<file path="src/hdl/tmsd_pkg.sv">
// ----------------------------------------------------------------------------
// tmsd_pkg: shared types and constants for the template matcher
// Register indexes, field widths, parameter defaults and the control word
// passed from the sequencer to the score accumulator.
// ----------------------------------------------------------------------------
package tmsd_pkg;

  localparam int DEF_MAX_IMAGE_WIDTH     = 1024;
  localparam int DEF_MAX_TEMPLATE_WIDTH  = 16;
  localparam int DEF_MAX_TEMPLATE_HEIGHT = 16;

  localparam int ROW_LIMIT  = 1024;
  localparam int CH_W       = 8;
  localparam int PIX_W      = 3 * CH_W;
  localparam int SQ_W       = 2 * CH_W;
  localparam int CFG_DATA_W = 11;
  localparam int CFG_IDX_W  = 3;
  localparam int SCORE_W    = 26;
  localparam int COORD_W    = 10;

  localparam logic [SCORE_W-1:0] SCORE_MAX = '1;

  typedef enum logic [CFG_IDX_W-1:0] {
    REG_IMAGE_WIDTH     = 3'd0,
    REG_IMAGE_HEIGHT    = 3'd1,
    REG_TEMPLATE_WIDTH  = 3'd2,
    REG_TEMPLATE_HEIGHT = 3'd3,
    REG_THREE_CHANNELS  = 3'd4
  } reg_index_t;

  typedef struct packed {
    logic clear;  // start a new score
    logic valid;  // memory read data valid this cycle
    logic three;  // add the second and third channels
  } acc_ctrl_t;

endpackage

</file>
<file path="src/hdl/tmsd_sq_acc.sv">
// ----------------------------------------------------------------------------
// tmsd_sq_acc: squared difference and accumulate
// Takes one template word and one image word per cycle, squares the
// per-channel differences in a registered stage and sums them into the score.
// ----------------------------------------------------------------------------
module tmsd_sq_acc
  import tmsd_pkg::*;
#(
  parameter int ACC_W = 32
) (
  input  logic             clk,
  input  logic             rst_n,
  input  acc_ctrl_t        ctrl,
  input  logic [PIX_W-1:0] tpl_pix,
  input  logic [PIX_W-1:0] img_pix,
  output logic [ACC_W-1:0] acc,
  output logic             busy
);

  logic             sq_vld_r;
  logic [SQ_W-1:0]  sq_r [3];
  logic [ACC_W-1:0] acc_r;
  logic [CH_W-1:0]  diff [3];
  logic [SQ_W+1:0]  sq_sum;

  always_comb begin
    for (int k = 0; k < 3; k++) begin
      if (tpl_pix[k*CH_W +: CH_W] > img_pix[k*CH_W +: CH_W]) begin
        diff[k] = tpl_pix[k*CH_W +: CH_W] - img_pix[k*CH_W +: CH_W];
      end else begin
        diff[k] = img_pix[k*CH_W +: CH_W] - tpl_pix[k*CH_W +: CH_W];
      end
    end
  end

  assign sq_sum = (SQ_W+2)'(sq_r[0]) + (SQ_W+2)'(sq_r[1]) + (SQ_W+2)'(sq_r[2]);

  always_ff @(posedge clk) begin
    if (!rst_n) begin
      sq_vld_r <= 1'b0;
      acc_r    <= '0;
    end else begin
      sq_vld_r <= ctrl.valid;
      if (ctrl.clear) begin
        acc_r <= '0;
      end else if (sq_vld_r) begin
        acc_r <= acc_r + ACC_W'(sq_sum);
      end
    end
  end

  always_ff @(posedge clk) begin
    if (ctrl.valid) begin
      sq_r[0] <= diff[0] * diff[0];
      sq_r[1] <= ctrl.three ? diff[1] * diff[1] : '0;
      sq_r[2] <= ctrl.three ? diff[2] * diff[2] : '0;
    end
  end

  assign acc  = acc_r;
  assign busy = sq_vld_r;

endmodule

</file>
<file path="config.mk">
export PLATFORM = sky130hd
export DESIGN_NAME = tmsd_sq_acc
export DESIGN_NICKNAME = d
export VERILOG_FILES = /design/src/hdl/tmsd_pkg.sv /design/src/hdl/tmsd_sq_acc.sv
export SDC_FILE = /design/constraint.sdc
export NUM_CORES = 1
export LEC_CHECK = 0
export BUFFER_PORTS_ARGS = -buffer_cell sky130_fd_sc_hd__buf_2
export CAP_MARGIN = 20
export CORE_ASPECT_RATIO = 1.75
export CORE_UTILIZATION = 28
export DETAILED_ROUTE_END_ITERATION = 8
export PLACE_DENSITY = 0.49
export SLEW_MARGIN = 0
export SYNTH_ARGS = -nofsm -noshare
export SYNTH_HDL_FRONTEND = slang
export SYNTH_SLANG_ARGS = --single-unit
</file>
<file path="constraint.sdc">
create_clock -name clk -period 12.6 [get_ports clk]
set_input_delay 3.78 -clock clk [delete_from_list [all_inputs] [get_ports clk]]
set_output_delay 3.78 -clock clk [all_outputs]
set_load 0.02 [all_outputs]
</file>
==> results.md <==
* Status: finished with violations
* Failing checks: design-rule violations
* Largest net degree at the start of global routing at 47
* Hold path startpoint: acc[28]
* Endpoints failing setup at 0
* Distinct cells, synth at 73
* Max_slew headroom at 0.335
* Hold Path Cell Cnt at 2
* Worst Hold End: acc[28]
* Ys flop type: edfxtp_1
* CP max stage cell: xor2_1
* CTS root buf: clkbuf_16
* Fmax at 0.0956 GHz
* Clk_skew at 0.0104 ns
* Hold Path Class: reg2reg
* Overall routing resource usage at 0.128
* First-pass GRT wire length at 42300 µm
* Setup TNS at 0 ns
* EDFF count, synth at 45
* Count leader, synth: inv_1
* Dpl cells at 1777
* Final hold violations at 0
* Largest family of logic cells by synthesized area: adder cells
* Die area at 40500 µm²
* CTS tree: built
* Met1 GRT Util at 0.135
* DR WL/cell at 14.0 µm
* Path depth of the worst reg2reg path at 11
* Clk Latency, worst-skew pair at 0.34 ns
* Die H at 265 µm
* Cts repair resizes at 0
* Worst path required time at 12.78 ns
* Max-Cap Viols at 0
* Place WS at 1.82 ns
* Adder-cell share of the synthesized area at 0.376
* Synth Area in Compound Gates at 0.136
* Core Area at 39200 µm²
* # Post-CTS Setup Buffers at 0
* Routed WL at 25100 µm
* Period utilisation layout at 0.830
* Reg-to-reg setup timing slack at 8.35 ns
* Bufs and invs on worst path at 6
* Vias in the first global route at 8890
* Warnings from Yosys at 0
* Synth cell count leaders: inv_1 (194), ha_1 (158), nor2_1 (143), fa_1 (110), a21oi_1 (65)
* Synth Instances at 1223
* Post-synth ARST share at 0
* Top Family by Delay on Critical Path: adder cells
* Area share of the largest cell type after synthesis at 0.198
* Top cells by area, synth: fa_1 (20%), ha_1 (18%), edfxtp_1 (12%), inv_1 (6.6%), dfxtp_1 (6.0%)
* Fin worst setup slack at 2.14 ns
* Worst setup SP type: input pin
* Post-synthesis cell area at 11100 µm²
* Mux cell area share after synthesis at 0.0252
* Starting density of the core at 0.283
* Half-perimeter wire length after placement at 21700 µm
* Pins over their slew limit at 0
* Critical Path Max Stage Delay at 0.79 ns
* Gpl congestion at 0.806
* Maximum fanout along the worst path at 12
* CP endpoint kind: flop
* Non-filler cells, final at 1793
* Nets@finish at 1619
* Hold_buf cts at 0
* DRC Markers at 5
* Synth Net Count at 1544
* Layout cells sized above 1 at 0.111
* Final min period at 10.46 ns
* Post-synthesis simple-gate area fraction at 0.139
* Remaining global-route overflow at 0
* Grt met2 use at 0.267
* Reg clk slew, reported paths at 0.06 ns
* Worst-Margin Slew at 0.970 ns
* Dominant cell type by area after synthesis: fa_1
* Sink Count at 78
* Kind of critical path: in2reg
* I/O pin total at 86
* Die X at 153 µm
* Syn_area_per_cell at 9.08 µm²
* Row count at 96
* Critical Path AT at 10.64 ns
* Via count at 8403
* # H-tree levels at 3
* Final antenna-violating net count at 0
* Pre-antenna DRT Iters at 9
* Post-synthesis register bit count at 78
* CTS buffer count at 9
* Met3 Usage GRT at 0.0130
* R2r endpoint: acc[31]
* Drt initial violations at 302
* Most used cell, CP: inv_1
* Via density per instance at 4.69
* Diode count at 0
* RSZ-0062 raised after global routing: no
* Sequential share of the synthesized area at 0.181
* Longest Clk Path Bufs at 2
* Initial antenna violation count at 1
* Crit Reg-Reg Startpoint: sq_r[0][3]
* Most Used Layer, Global Route: met2
* Area grow syn2layout at 11.1%
* Post-Synth XOR/XNOR Area at 0.0651
* Port bufs at 85
==> flip-flops by register name, summed over array words and instances, names as in the netlist <==
register,flops
acc,32
busy,1
sq_r,45
==> cells by family after synthesis <==
logic type      count (synthesis)
buf+inv                       220
fa+ha+maj                     268
flops                          78
compound gates                228
other cells                     1
mux                            27
simple gates                  321
xor+xnor                       80
==> worst max path at each step <==
stage / from / end / slack (ns) / depth (start not counted)
floorplan: tpl_pix[16] / sq_r[0][47] / 2.66 / 24
global placement: tpl_pix[16] / sq_r[0][47] / 1.93 / 27
detailed placement: tpl_pix[16] / sq_r[0][47] / 1.82 / 27
CTS: tpl_pix[16] / sq_r[0][46] / 2.13 / 24
global route: tpl_pix[16] / sq_r[0][47] / 1.62 / 27
finish: tpl_pix[16] / sq_r[0][47] / 2.14 / 27
==> routing by layer <==
layer	part of all wire	vias to the layer above	wire, µm
met2	0.56	110	14000
met4	0.016	2	393
met1	0.40	4038	10000
li1	-	4233	-
met3	0.026	20	644
met5	0.00048	-	12
==> cells in the final DEF (no fill, tap or decap), types with 25 or more instances in the layout <==
| cell type | instances |
|---|---|
| xnor2_1 | 55 |
| buf_2 | 85 |
| nor3_1 | 25 |
| edfxtp_1 | 45 |
| nand2_1 | 37 |
| nor2_1 | 143 |
| dfxtp_1 | 33 |
| a21oi_1 | 65 |
| o21ai_0 | 45 |
| ha_1 | 158 |
| fa_1 | 110 |
| inv_1 | 194 |
==> worst register-to-register path, cell delays in order (launching register included) <==
cell	delay (ns)
edfxtp_1	0.42
fa_1	0.55
fa_1	0.42
ha_1	0.35
nor2b_1	0.16
o31a_1	0.29
o311ai_0	0.77
a21oi_1	0.20
o21ai_1	0.55
nand2_1	0.16
a31oi_1	0.20
a41o_1	0.11
==> cell type report <==
class / count / area (µm²)
sequential: 78 / 2010
clock buffer: 13 / 272
inverter: 195 / 732
tap: 490 / 613
clock inverter: 3 / 16.3
fill: 4107 / 26800
multi-input combinational: 925 / 8230
timing repair buffer: 89 / 455
==> stage by stage <==
step,hold slack [ns],utilization,instance area (µm²)
after floorplan,0.570,-,11100
after global placement,0.483,0.308,12000
after detailed placement,0.495,0.308,12000
after CTS,0.503,0.315,12300
after global routing,0.539,0.315,12300
final,0.498,0.315,12300
Power is not shown: default switching activity piles up to over one toggle a cycle in this logic, so the estimate is an artifact.
